<file path="src/sv/pos_pkg.sv">
// Shared types and constants for the power-off supervisor.
package pos_pkg;

  localparam int unsigned MS_PER_MINUTE = 60000;
  localparam int unsigned GRACE_RESET   = 5000;
  localparam int unsigned MINUTES_W     = 8;
  localparam int unsigned GRACE_W       = 16;
  localparam int unsigned LIMIT_W       = 24;
  localparam int unsigned TIME_W        = 32;
  localparam int unsigned CFG_DATA_W    = 16;
  localparam int unsigned CFG_IDX_W     = 1;

  localparam logic [CFG_IDX_W-1:0] CFG_OFF_MINUTES   = 1'b0;
  localparam logic [CFG_IDX_W-1:0] CFG_CRITICAL_GRACE = 1'b1;

  typedef enum logic [1:0] {
    CMD_TICK = 2'd0,
    CMD_DATA = 2'd1,
    CMD_LINK = 2'd2
  } cmd_e;

  typedef enum logic [1:0] {
    CAUSE_NONE     = 2'd0,
    CAUSE_BUTTON   = 2'd1,
    CAUSE_CRITICAL = 2'd2,
    CAUSE_TIMER    = 2'd3
  } cause_e;

  typedef struct packed {
    logic [1:0]        command;
    logic [TIME_W-1:0] now_ms;
    logic              connected;
    logic              button_off;
    logic              on_battery;
    logic              battery_present;
    logic              battery_critical;
  } evt_t;

  typedef struct packed {
    logic       show_warning;
    logic [1:0] shutdown_cause;
    logic       armed_flag;
    logic       timer_active;
  } res_t;

  typedef struct packed {
    logic [LIMIT_W-1:0] off_limit_ms;
    logic [GRACE_W-1:0] critical_grace_ms;
  } cfg_t;

endpackage

</file>
<file path="src/sv/pos_if.sv">
// Event and result channel interfaces of the power-off supervisor.
interface pos_evt_if;
  logic        valid;
  logic        ready;
  logic [1:0]  command;
  logic [31:0] now_ms;
  logic        connected;
  logic        button_off;
  logic        on_battery;
  logic        battery_present;
  logic        battery_critical;

  modport source (
    output valid, command, now_ms, connected, button_off, on_battery,
           battery_present, battery_critical,
    input  ready
  );
  modport sink (
    input  valid, command, now_ms, connected, button_off, on_battery,
           battery_present, battery_critical,
    output ready
  );
endinterface

interface pos_res_if;
  logic       valid;
  logic       ready;
  logic       show_warning;
  logic [1:0] shutdown_cause;
  logic       armed_flag;
  logic       timer_active;

  modport source (
    output valid, show_warning, shutdown_cause, armed_flag, timer_active,
    input  ready
  );
  modport sink (
    input  valid, show_warning, shutdown_cause, armed_flag, timer_active,
    output ready
  );
endinterface

</file>
<file path="src/sv/pos_cfg.sv">
// Configuration registers; the off delay is held as a precomputed limit in ms.
module pos_cfg
  import pos_pkg::*;
(
  input  logic                  clk_i,
  input  logic                  rst_ni,
  input  logic                  cfg_we_i,
  input  logic [CFG_IDX_W-1:0]  cfg_idx_i,
  input  logic [CFG_DATA_W-1:0] cfg_wdata_i,
  output cfg_t                  cfg_o
);

  logic [LIMIT_W-1:0] limit_q, limit_d;
  logic [GRACE_W-1:0] grace_q, grace_d;

  always_comb begin
    limit_d = limit_q;
    grace_d = grace_q;
    if (cfg_we_i) begin
      unique case (cfg_idx_i)
        CFG_OFF_MINUTES: begin
          limit_d = LIMIT_W'(cfg_wdata_i[MINUTES_W-1:0]) * LIMIT_W'(MS_PER_MINUTE);
        end
        CFG_CRITICAL_GRACE: begin
          grace_d = cfg_wdata_i[GRACE_W-1:0];
        end
        default: begin
        end
      endcase
    end
  end

  always_ff @(posedge clk_i or negedge rst_ni) begin
    if (!rst_ni) begin
      limit_q <= '0;
      grace_q <= GRACE_W'(GRACE_RESET);
    end else begin
      limit_q <= limit_d;
      grace_q <= grace_d;
    end
  end

  assign cfg_o.off_limit_ms      = limit_q;
  assign cfg_o.critical_grace_ms = grace_q;

endmodule

</file>
<file path="src/sv/pos_core.sv">
// Supervisor state and per-event decision logic.
module pos_core
  import pos_pkg::*;
(
  input  logic clk_i,
  input  logic rst_ni,
  input  logic step_i,
  input  evt_t evt_i,
  input  cfg_t cfg_i,
  output res_t res_o
);

  logic              armed_q, armed_d;
  logic              timer_run_q, timer_run_d;
  logic [TIME_W-1:0] timer_start_q, timer_start_d;
  logic              warn_shown_q, warn_shown_d;
  logic [TIME_W-1:0] crit_start_q, crit_start_d;

  logic [TIME_W-1:0] timer_elapsed;
  logic [TIME_W-1:0] crit_elapsed;
  logic              crit_stop;
  logic              warn;
  cause_e            cause;

  assign timer_elapsed = evt_i.now_ms - timer_start_q;
  assign crit_elapsed  = evt_i.now_ms - crit_start_q;

  always_comb begin
    armed_d       = armed_q;
    timer_run_d   = timer_run_q;
    timer_start_d = timer_start_q;
    warn_shown_d  = warn_shown_q;
    crit_start_d  = crit_start_q;
    warn          = 1'b0;
    crit_stop     = 1'b0;
    cause         = CAUSE_NONE;
    unique case (cmd_e'(evt_i.command))
      CMD_TICK: begin
        if (evt_i.button_off) begin
          cause = CAUSE_BUTTON;
        end else begin
          if (evt_i.on_battery && evt_i.battery_present) begin
            if (evt_i.battery_critical) begin
              if (!warn_shown_q) begin
                warn         = 1'b1;
                warn_shown_d = 1'b1;
                crit_start_d = evt_i.now_ms;
              end else if (crit_elapsed > TIME_W'(cfg_i.critical_grace_ms)) begin
                crit_stop = 1'b1;
              end
            end else begin
              warn_shown_d = 1'b0;
            end
          end
          if (crit_stop) begin
            cause = CAUSE_CRITICAL;
          end else if (timer_run_q && (timer_elapsed >= TIME_W'(cfg_i.off_limit_ms))) begin
            timer_run_d = 1'b0;
            cause       = CAUSE_TIMER;
          end
        end
      end
      CMD_DATA: begin
        armed_d = 1'b1;
      end
      CMD_LINK: begin
        if (evt_i.connected) begin
          timer_run_d = 1'b0;
        end else if (armed_q && (cfg_i.off_limit_ms != '0)) begin
          timer_run_d   = 1'b1;
          timer_start_d = evt_i.now_ms;
        end
      end
      default: begin
      end
    endcase
  end

  always_ff @(posedge clk_i or negedge rst_ni) begin
    if (!rst_ni) begin
      armed_q       <= 1'b0;
      timer_run_q   <= 1'b0;
      timer_start_q <= '0;
      warn_shown_q  <= 1'b0;
      crit_start_q  <= '0;
    end else if (step_i) begin
      armed_q       <= armed_d;
      timer_run_q   <= timer_run_d;
      timer_start_q <= timer_start_d;
      warn_shown_q  <= warn_shown_d;
      crit_start_q  <= crit_start_d;
    end
  end

  assign res_o.show_warning   = warn;
  assign res_o.shutdown_cause = cause;
  assign res_o.armed_flag     = armed_d;
  assign res_o.timer_active   = timer_run_d;

endmodule

</file>
<file path="src/sv/power_off_supervisor_top.sv">
// Power-off supervisor top level: event register, decision core, result register.
// A beat passes from the event register through the decision core into the result register.
// Throughput: one event per cycle while the result output is not stalled.
// Input ready drops only while the event register is full and the result is stalled.
// Reset clears all supervisor state; off_minutes resets to 0, critical grace to 5000 ms.
module power_off_supervisor_top
  import pos_pkg::*;
(
  input  logic                  clk_i,
  input  logic                  rst_ni,
  pos_evt_if.sink               evt_i,
  pos_res_if.source             res_o,
  input  logic                  cfg_we_i,
  input  logic [CFG_IDX_W-1:0]  cfg_idx_i,
  input  logic [CFG_DATA_W-1:0] cfg_wdata_i
);

  cfg_t cfg;
  evt_t evt_q;
  logic evt_vld_q;
  res_t res_q, res_d;
  logic res_vld_q;
  logic advance;
  logic step;
  logic evt_take;

  assign advance   = !res_vld_q || res_o.ready;
  assign step      = evt_vld_q && advance;
  assign evt_i.ready = !evt_vld_q || advance;
  assign evt_take  = evt_i.valid && evt_i.ready;

  pos_cfg u_cfg (
    .clk_i       (clk_i),
    .rst_ni      (rst_ni),
    .cfg_we_i    (cfg_we_i),
    .cfg_idx_i   (cfg_idx_i),
    .cfg_wdata_i (cfg_wdata_i),
    .cfg_o       (cfg)
  );

  pos_core u_core (
    .clk_i  (clk_i),
    .rst_ni (rst_ni),
    .step_i (step),
    .evt_i  (evt_q),
    .cfg_i  (cfg),
    .res_o  (res_d)
  );

  always_ff @(posedge clk_i or negedge rst_ni) begin
    if (!rst_ni) begin
      evt_vld_q <= 1'b0;
      res_vld_q <= 1'b0;
    end else begin
      if (evt_take) begin
        evt_vld_q <= 1'b1;
      end else if (step) begin
        evt_vld_q <= 1'b0;
      end
      if (step) begin
        res_vld_q <= 1'b1;
      end else if (res_o.ready) begin
        res_vld_q <= 1'b0;
      end
    end
  end

  always_ff @(posedge clk_i) begin
    if (evt_take) begin
      evt_q.command          <= evt_i.command;
      evt_q.now_ms           <= evt_i.now_ms;
      evt_q.connected        <= evt_i.connected;
      evt_q.button_off       <= evt_i.button_off;
      evt_q.on_battery       <= evt_i.on_battery;
      evt_q.battery_present  <= evt_i.battery_present;
      evt_q.battery_critical <= evt_i.battery_critical;
    end
    if (step) begin
      res_q <= res_d;
    end
  end

  assign res_o.valid          = res_vld_q;
  assign res_o.show_warning   = res_q.show_warning;
  assign res_o.shutdown_cause = res_q.shutdown_cause;
  assign res_o.armed_flag     = res_q.armed_flag;
  assign res_o.timer_active   = res_q.timer_active;

endmodule

</file>
<file path="src/flat_wrapper.sv">
// flat-port wrapper written by rule: the top's interface ports become plain ports
module power_off_supervisor_top_flat import pos_pkg::*;
  (clk_i, rst_ni, cfg_we_i, cfg_idx_i, cfg_wdata_i, evt_i_valid, evt_i_command, evt_i_now_ms, evt_i_connected, evt_i_button_off, evt_i_on_battery, evt_i_battery_present, evt_i_battery_critical, evt_i_ready, res_o_valid, res_o_show_warning, res_o_shutdown_cause, res_o_armed_flag, res_o_timer_active, res_o_ready);
  pos_evt_if evt_i_i ();
  pos_res_if res_o_i ();
  input  logic clk_i;
  input  logic rst_ni;
  input  logic cfg_we_i;
  input  logic [CFG_IDX_W-1:0] cfg_idx_i;
  input  logic [CFG_DATA_W-1:0] cfg_wdata_i;
  input wire logic [$bits(evt_i_i.valid)-1:0] evt_i_valid;
  input wire logic [$bits(evt_i_i.command)-1:0] evt_i_command;
  input wire logic [$bits(evt_i_i.now_ms)-1:0] evt_i_now_ms;
  input wire logic [$bits(evt_i_i.connected)-1:0] evt_i_connected;
  input wire logic [$bits(evt_i_i.button_off)-1:0] evt_i_button_off;
  input wire logic [$bits(evt_i_i.on_battery)-1:0] evt_i_on_battery;
  input wire logic [$bits(evt_i_i.battery_present)-1:0] evt_i_battery_present;
  input wire logic [$bits(evt_i_i.battery_critical)-1:0] evt_i_battery_critical;
  output wire logic [$bits(evt_i_i.ready)-1:0] evt_i_ready;
  output wire logic [$bits(res_o_i.valid)-1:0] res_o_valid;
  output wire logic [$bits(res_o_i.show_warning)-1:0] res_o_show_warning;
  output wire logic [$bits(res_o_i.shutdown_cause)-1:0] res_o_shutdown_cause;
  output wire logic [$bits(res_o_i.armed_flag)-1:0] res_o_armed_flag;
  output wire logic [$bits(res_o_i.timer_active)-1:0] res_o_timer_active;
  input wire logic [$bits(res_o_i.ready)-1:0] res_o_ready;
  assign evt_i_i.valid = evt_i_valid;
  assign evt_i_i.command = evt_i_command;
  assign evt_i_i.now_ms = evt_i_now_ms;
  assign evt_i_i.connected = evt_i_connected;
  assign evt_i_i.button_off = evt_i_button_off;
  assign evt_i_i.on_battery = evt_i_on_battery;
  assign evt_i_i.battery_present = evt_i_battery_present;
  assign evt_i_i.battery_critical = evt_i_battery_critical;
  assign evt_i_ready = evt_i_i.ready;
  assign res_o_valid = res_o_i.valid;
  assign res_o_show_warning = res_o_i.show_warning;
  assign res_o_shutdown_cause = res_o_i.shutdown_cause;
  assign res_o_armed_flag = res_o_i.armed_flag;
  assign res_o_timer_active = res_o_i.timer_active;
  assign res_o_i.ready = res_o_ready;
  power_off_supervisor_top u_core (.clk_i(clk_i), .rst_ni(rst_ni), .evt_i(evt_i_i), .res_o(res_o_i), .cfg_we_i(cfg_we_i), .cfg_idx_i(cfg_idx_i), .cfg_wdata_i(cfg_wdata_i));
endmodule
</file>
<file path="config.mk">
export PLATFORM = sky130hd
export DESIGN_NAME = power_off_supervisor_top_flat
export DESIGN_NICKNAME = d
export VERILOG_FILES = /design/src/sv/pos_pkg.sv /design/src/sv/pos_if.sv /design/src/sv/pos_cfg.sv /design/src/sv/pos_core.sv /design/src/sv/power_off_supervisor_top.sv /design/src/flat_wrapper.sv
export SDC_FILE = /design/constraint.sdc
export NUM_CORES = 1
export LEC_CHECK = 0
export BUFFER_PORTS_ARGS = -buffer_cell sky130_fd_sc_hd__buf_2
export CORE_ASPECT_RATIO = 1.1
export CORE_UTILIZATION = 50
export DETAILED_ROUTE_END_ITERATION = 6
export GPL_TIMING_DRIVEN = 0
export PLACE_DENSITY_LB_ADDON = 0.2
export SYNTH_ARGS = -nofsm -noshare
export SYNTH_HDL_FRONTEND = slang
export SYNTH_SLANG_ARGS = --single-unit
</file>
<file path="constraint.sdc">
create_clock -name clk_i -period 7.8 [get_ports clk_i]
set_input_delay 1.17 -clock clk_i [delete_from_list [all_inputs] [get_ports clk_i]]
set_output_delay 1.17 -clock clk_i [all_outputs]
set_load 0.05 [all_outputs]
</file>
After elaboration in Yosys (flattened, before gate mapping)
Cells that the tools add are included.
{ "op_classes": {"addsub": 2, "multipliers": 1, "n_lt_le_gt_ge": 2, "eq_ne": 2, "n_mux": 22, "bitwise_logic": 7, "n_reduce_logical": 20} }
{ "op_table": {"columns": ["cell", "n"], "rows": [
  ["subtractor 32 bit", 2],
  ["greater-or-equal comparator 32 x 24 -> 1 bit", 1],
  ["greater-than comparator 32 x 16 -> 1 bit", 1],
  ["nonzero test 24 bit", 1],
  ["multiplier 8 x 11 -> 19 bit (second input constant)", 1],
  ["two-way mux 1 bit", 19],
  ["AND reduction 4 bit", 2],
  ["inverter 1 bit", 7],
  ["AND reduction 6 bit", 1],
  ["logical AND 1 bit", 5],
  ["two-way mux 2 bit", 2],
  ["AND reduction 2 bit", 2],
  ["nonzero test 2 bit", 2],
  ["OR reduction 4 bit", 1],
  ["equality test 2 x 1 -> 1 bit (second input constant)", 1],
  ["equality test 2 bit (second input constant)", 1],
  ["zero test 1 bit", 2],
  ["zero test 2 bit", 1],
  ["logical OR 1 bit", 2],
  ["one-hot mux 1 bit (2 select lines)", 1],
  ["OR reduction 2 bit", 1]
]} }
{ "totals": {"register_bits": 148, "in_bits": 61, "out_inout_bits": 7, "wordCells": 77} }

Logic depth before layout (Yosys ltp)
{ "logic_depth": {"ltp_word": 11, "mapped_depth": 22, "mapped_depth_nobuf": 22} }

Modules after synthesis
From an unflattened synthesis, not the netlist that was laid out.
{ "unflattened": {"cells_unflattened": 1320, "hier_area_um2": 12155.4} }
{ "by_module_without_submodules": {"columns": ["mod", "n_inst", "cells_each", "area_per_inst_um2", "seq_area_each_um2"], "rows": [
  ["pos_core", 1, 958, 7631.1, 1676.6],
  ["pos_cfg", 1, 310, 3099.2, 882.1],
  ["power_off_supervisor_top", 1, 52, 1425.1, 1371.3]
]} }

Least setup slack after synthesis
OpenSTA, ideal clock, no wires.
{ "synth_timing": {"kind": "input -> register", "start": "in cfg_wdata_i[5]", "end": "reg u_core.u_cfg.limit_q[22]", "setup_time_ps": 136, "arrival_ps": 4696, "t_required_ps": 7664, "setup_slack_ps": 2968, "path_stages": 17, "n_path_buf": 0, "path_cell_list": "ha_1 > ha_1 > inv_1 > fa_1 > fa_1 > inv_1 > ha_1 > and3b_1 > o21a_1 > o21ai_0 > a21oi_1 > o21ai_0 > a21oi_1 > a211o_1 > a21oi_1 > xor2_1 > o21ai_0"} }
{ "synth_between": {"elab_chain_cells": 1} }
{ "synth_rtl": {"columns": ["element", "line_no", "rtl"], "rows": [
  ["start, declared", "flat_wrapper.sv:10", "input logic [CFG_DATA_W-1:0] cfg_wdata_i;"],
  ["multiplier 8 x 11 -> 19 bit", "pos_cfg.sv:22", "limit_d = LIMIT_W'(cfg_wdata_i[MINUTES_W-1:0]) * LIMIT_W'(MS_PER_MINUTE);"],
  ["end signal, assigned", "pos_cfg.sv:38", "limit_q <= limit_d;"],
  ["end, declared", "pos_cfg.sv:13", "logic [LIMIT_W-1:0] limit_q, limit_d;"]
]} }
No other way between the ends.
A chain may end at the register's enable or synchronous reset.

Worst setup path after layout
{ "layout_timing": {"start": "reg u_core.evt_q[5] (netlist name)", "end": "reg u_core.res_q, in the netlist u_core.res_o.timer_active (data pin)"} }
{ "layout_between": {"elab_chain_cells": 11, "elab_cells_between_ends": 15, "classes_between": "add/sub: 2; order compare: 2; mux: 10; reduce/logical: 1"} }
{ "layout_rtl": {"columns": ["element", "line_no", "rtl"], "rows": [
  ["start, declared", "power_off_supervisor_top.sv:19", "evt_t evt_q;"],
  ["subtractor 32 bit", "pos_core.sv:26", "assign crit_elapsed = evt_i.now_ms - crit_start_q;"],
  ["greater-than comparator 32 x 16 -> 1 bit", "pos_core.sv:48", "end else if (crit_elapsed > TIME_W'(cfg_i.critical_grace_ms)) begin"],
  ["two-way mux 1 bit", "pos_core.sv:48", null],
  ["two-way mux 1 bit", "pos_core.sv:44", "if (!warn_shown_q) begin"],
  ["two-way mux 1 bit", "pos_core.sv:43", "if (evt_i.battery_critical) begin"],
  ["two-way mux 1 bit", "pos_core.sv:42", "if (evt_i.on_battery && evt_i.battery_present) begin"],
  ["two-way mux 1 bit", "pos_core.sv:39", "if (evt_i.button_off) begin"],
  ["two-way mux 1 bit", "pos_core.sv:37", "unique case (cmd_e'(evt_i.command))"],
  ["two-way mux 1 bit *", "pos_core.sv:55", "if (crit_stop) begin"],
  ["two-way mux 1 bit *", "pos_core.sv:39", null],
  ["one-hot mux 1 bit (2 select lines) *", "pos_core.sv:37", null],
  ["named net u_core.u_core.timer_run_d", "pos_core.sv:14", "logic timer_run_q, timer_run_d;"],
  ["end signal, assigned", "power_off_supervisor_top.sv:79", "res_q <= res_d;"],
  ["end, declared", "power_off_supervisor_top.sv:21", "res_t res_q, res_d;"]
]} }
The timed path passes the listed nets; every way through them passes the cells marked *. The select of a mux whose other input is x is not followed.

==> impl_metrics.csv <==
group,metric,value,unit
timing,finClkSkew,0.0127,ns
drt,wl_per_cell,16.8,µm
grt,grt_max_degree,68,
synth,synth_common_cells,"159 x inv_1, 147 x ha_1, 99 x dfrtp_1",
pwr,powerDensity,289,nW/µm²
clock_network,cts_resized,0,
setup_path,critPathLaunch,"u_core.evt_q[5]",
layout,num_antenna_cells,0,
clock_network,htreeDepth,4,
setup_path,reg2reg_depth,20,
layout,design_area,13100,µm²
timing,maxSlewViolCount,0,
synth,ys_warn_count,0,
timing,fmax,168,MHz
grt,grt_overflow,0,
floorplanning,io_pins,68,
place,place_hpwl,21900,µm
place,place_congestion,0.963,
synth,yosys.area.top_type,"dfrtp_1",
grt,grt_pass1_vias,9376,
floorplanning,die_y,163,µm
setup_path,cp.arrival,6.11,ns
hold_path,min_path_type,"reg -> reg",
synth,ys_seq_area_share,33.4,%
floorplanning,die_x,148,µm
clock_network,cts_tree,"done",
synth,synth-seq-cells,148,
timing,setup_viol,0,
drt,detailroute.via_count,9236,
setup_path,reg2reg_from,"u_core.evt_q[5]",
setup_path,crit_type,"reg -> reg",
pwr,p_leak,0.00598,µW
clock_network,hold_buffers,0,
setup_path,cp-start-kind,"flop",
layout,nets,1554,
clock_network,cts.path.max_buffers,2,
floorplanning,start_util,51.1,%
clock_network,cts.root.buffer_cell,"clkbuf_16",
synth,synth-xor-area-share,4.32,%
synth,synth_top_area_share,21.1,%
synth,muxShareOfSynthArea,7.44,%
synth,syn-mean-instance-area,9.53,µm²
synth,syn_inst,1234,
drt,drtIter0Drc,427,
clock_network,clock_sinks,148,
timing,tns,0,ns
synth,synth_flop_cell,"dfrtp_1",
timing,layout_setup_ws,1.86,ns
setup_path,endpoint,"u_core.res_o.timer_active",
synth,synth-simple-area-share,11.9,%
drt,via_per_inst,5.65,
setup_path,cp_max_fo,5,
synth,synth_cell_types,72,
timing,fin_crit,5.94,ns
layout,fill_cells,2074,
timing,worst_slew_pin_slew,0.821,ns
floorplanning,rows,58,
synth,ys_async_sr_fraction,70.3,%
floorplanning,die_area,24100,µm²
drt,routed_wirelength,27500,µm
synth,netlist_area,11800,µm²
drt,ant_nets,0,
synth,synth_top_family_by_area,"adder cells",
drt,firstDrtPassIters,5,
grt,antenna_found_initial,0,
place,post-place-ws,2.01,ns
synth,synth_most_common_cell,"inv_1",
synth,synth_compound_area_share,17.0,%
clock_network,clock_latency,0.42,ns
floorplanning,core,23000,µm²
grt,track_usage,24.1,%
timing,finalCritPeriodShare,76.2,%
clock_network,cts-buffers-inserted,17,
synth,synth_edf_count,44,
setup_path,r2r_end,"u_core.res_o.timer_active",
drt,drc_errors,0,
hold_path,holdPathStages,2,
setup_path,end_kind,"flop",
layout,syn_to_final_growth,11.5,%
setup_path,reg2reg_slack,1.86,ns
grt,grt_pass1_wl,45700,µm
outcome,outcome,"complete, no violations",
clock_network,cts_setup_buffers,0,
setup_path,cp.required,7.97,ns
timing,slew_headroom,44.8,%
place,dpl_cell_area,12500,µm²
pwr,ir_drop,0.181,mV
flow_run,max_cap_violations,0,
synth,synth.area.top_cells,"dfrtp_1 21%, ha_1 16%, edfxtp_1 11%",
timing,rsz0062_at_grt,"no",
synth,syn_nets,1466,
layout,final_layout_size_suffix_gt1_share,14.6,%
clock_network,cts.clk_slew.worst_paths,0.06,ns
synth,synth-adder-area-share,19.7,%
place,io_buffers,67,
timing,finalHoldViolations,0,
[flip-flops by register name, summed over array words and instances, names as in the netlist, 2 cells and up]
name                         cells
u_core.evt_q                    39
u_core.u_core.crit_start_q      32
u_core.u_core.timer_start_q     32
u_core.u_cfg.limit_q            19
u_core.u_cfg.grace_q            16
u_core.res_o.shutdown_cause      2
[layer usage]
layer,wire length [µm],global-route usage [%],up-vias
met5,0,0,-
met4,648,7.83,0
met3,884,3.42,41
met2,13600,42.7,183
met1,12300,29.9,4422
li1,-,-,4590
[through the flow]
stage	instances	total power (µW)	util, %	hold slack [ns]
2_1_floorplan	1234	2500	-	0.450
4_1_cts	1635	3800	57.0	0.495
6_report	1635	3790	57.0	0.489
3_5_place_dp	1603	2940	54.4	0.478
5_1_grt	1635	4120	57.0	0.505
3_3_place_gp	1601	2890	54.2	0.465
[cells by family (layout without fill, tap and decap cells)]
logic type               count (synthesis)  count (layout)
AO/OA/AOI/OAI                          308             308
AND/OR/NAND/NOR                        282             282
buffers and inverters                  189             290
adder cells (fa/ha/maj)                171             171
flip-flops                             148             148
multiplexers                            78              78
XOR/XNOR                                58              58
[layout make-up]
type	count	area (µm²)	area share [%]
Tap cell	300	375	2.86
Multi-Input combinational cell	897	7110	54.2
Clock buffer	17	425	3.24
Timing Repair Buffer	69	385	2.94
Clock inverter	15	168	1.28
Inverter	159	597	4.55
Sequential cell	148	3930	30.0
Buffer	30	123	0.935
[placed cells by master, fill, tap and decap left out, types with 22 or more instances in the layout]
cell,n
buf_2,67
nand2_1,95
mux2_2,75
xor2_1,22
inv_1,159
a21oi_1,80
ha_1,147
clkbuf_1,23
nor2_1,46
edfxtp_1,44
xnor2_1,36
fa_1,24
o21ai_0,65
a21o_1,26
dfrtp_1,99
[how the worst min path moves through the flow]
| stage | startpoint | to | slack [ns] |
|---|---|---|---|
| 2_1_floorplan | u_core.u_cfg.grace_q[1] | u_core.u_cfg.grace_q[1] | 0.45 |
| 3_3_place_gp | u_core.u_cfg.grace_q[4] | u_core.u_cfg.grace_q[4] | 0.46 |
| 3_5_place_dp | u_core.u_core.armed_q | u_core.u_core.armed_q | 0.48 |
| 4_1_cts | u_core.u_cfg.grace_q[3] | u_core.u_cfg.grace_q[3] | 0.50 |
| 5_1_grt | u_core.u_cfg.grace_q[3] | u_core.u_cfg.grace_q[3] | 0.51 |
| 6_report | u_core.u_core.crit_start_q[0] | u_core.u_core.crit_start_q[0] | 0.49 |
[power by group]
part           internal [µW]  switching, µW  total (µW)
combinational            816           1070        1890
sequential               960            103        1060
clock                    481            359         839
[critical path: stages, from the launching register on]
cell and delay (ns):
edfxtp_1 0.32, inv_1 0.08, ha_1 0.22, fa_1 0.41, nand2b_1 0.18, a21oi_1 0.45, nor2_1 0.10, o31ai_1 0.36
a21boi_0 0.17, xnor2_1 0.15, ha_1 0.18, a211o_1 0.29, a21oi_1 0.14, o211ai_1 0.13, o21ai_0 0.38, o2111ai_1 0.21
a2111oi_0 0.55, o2111ai_1 0.22, nor4_1 0.77, nand4bb_2 0.29, a31oi_1 0.09
No activity file was read; power rests on OpenSTA's default activity.
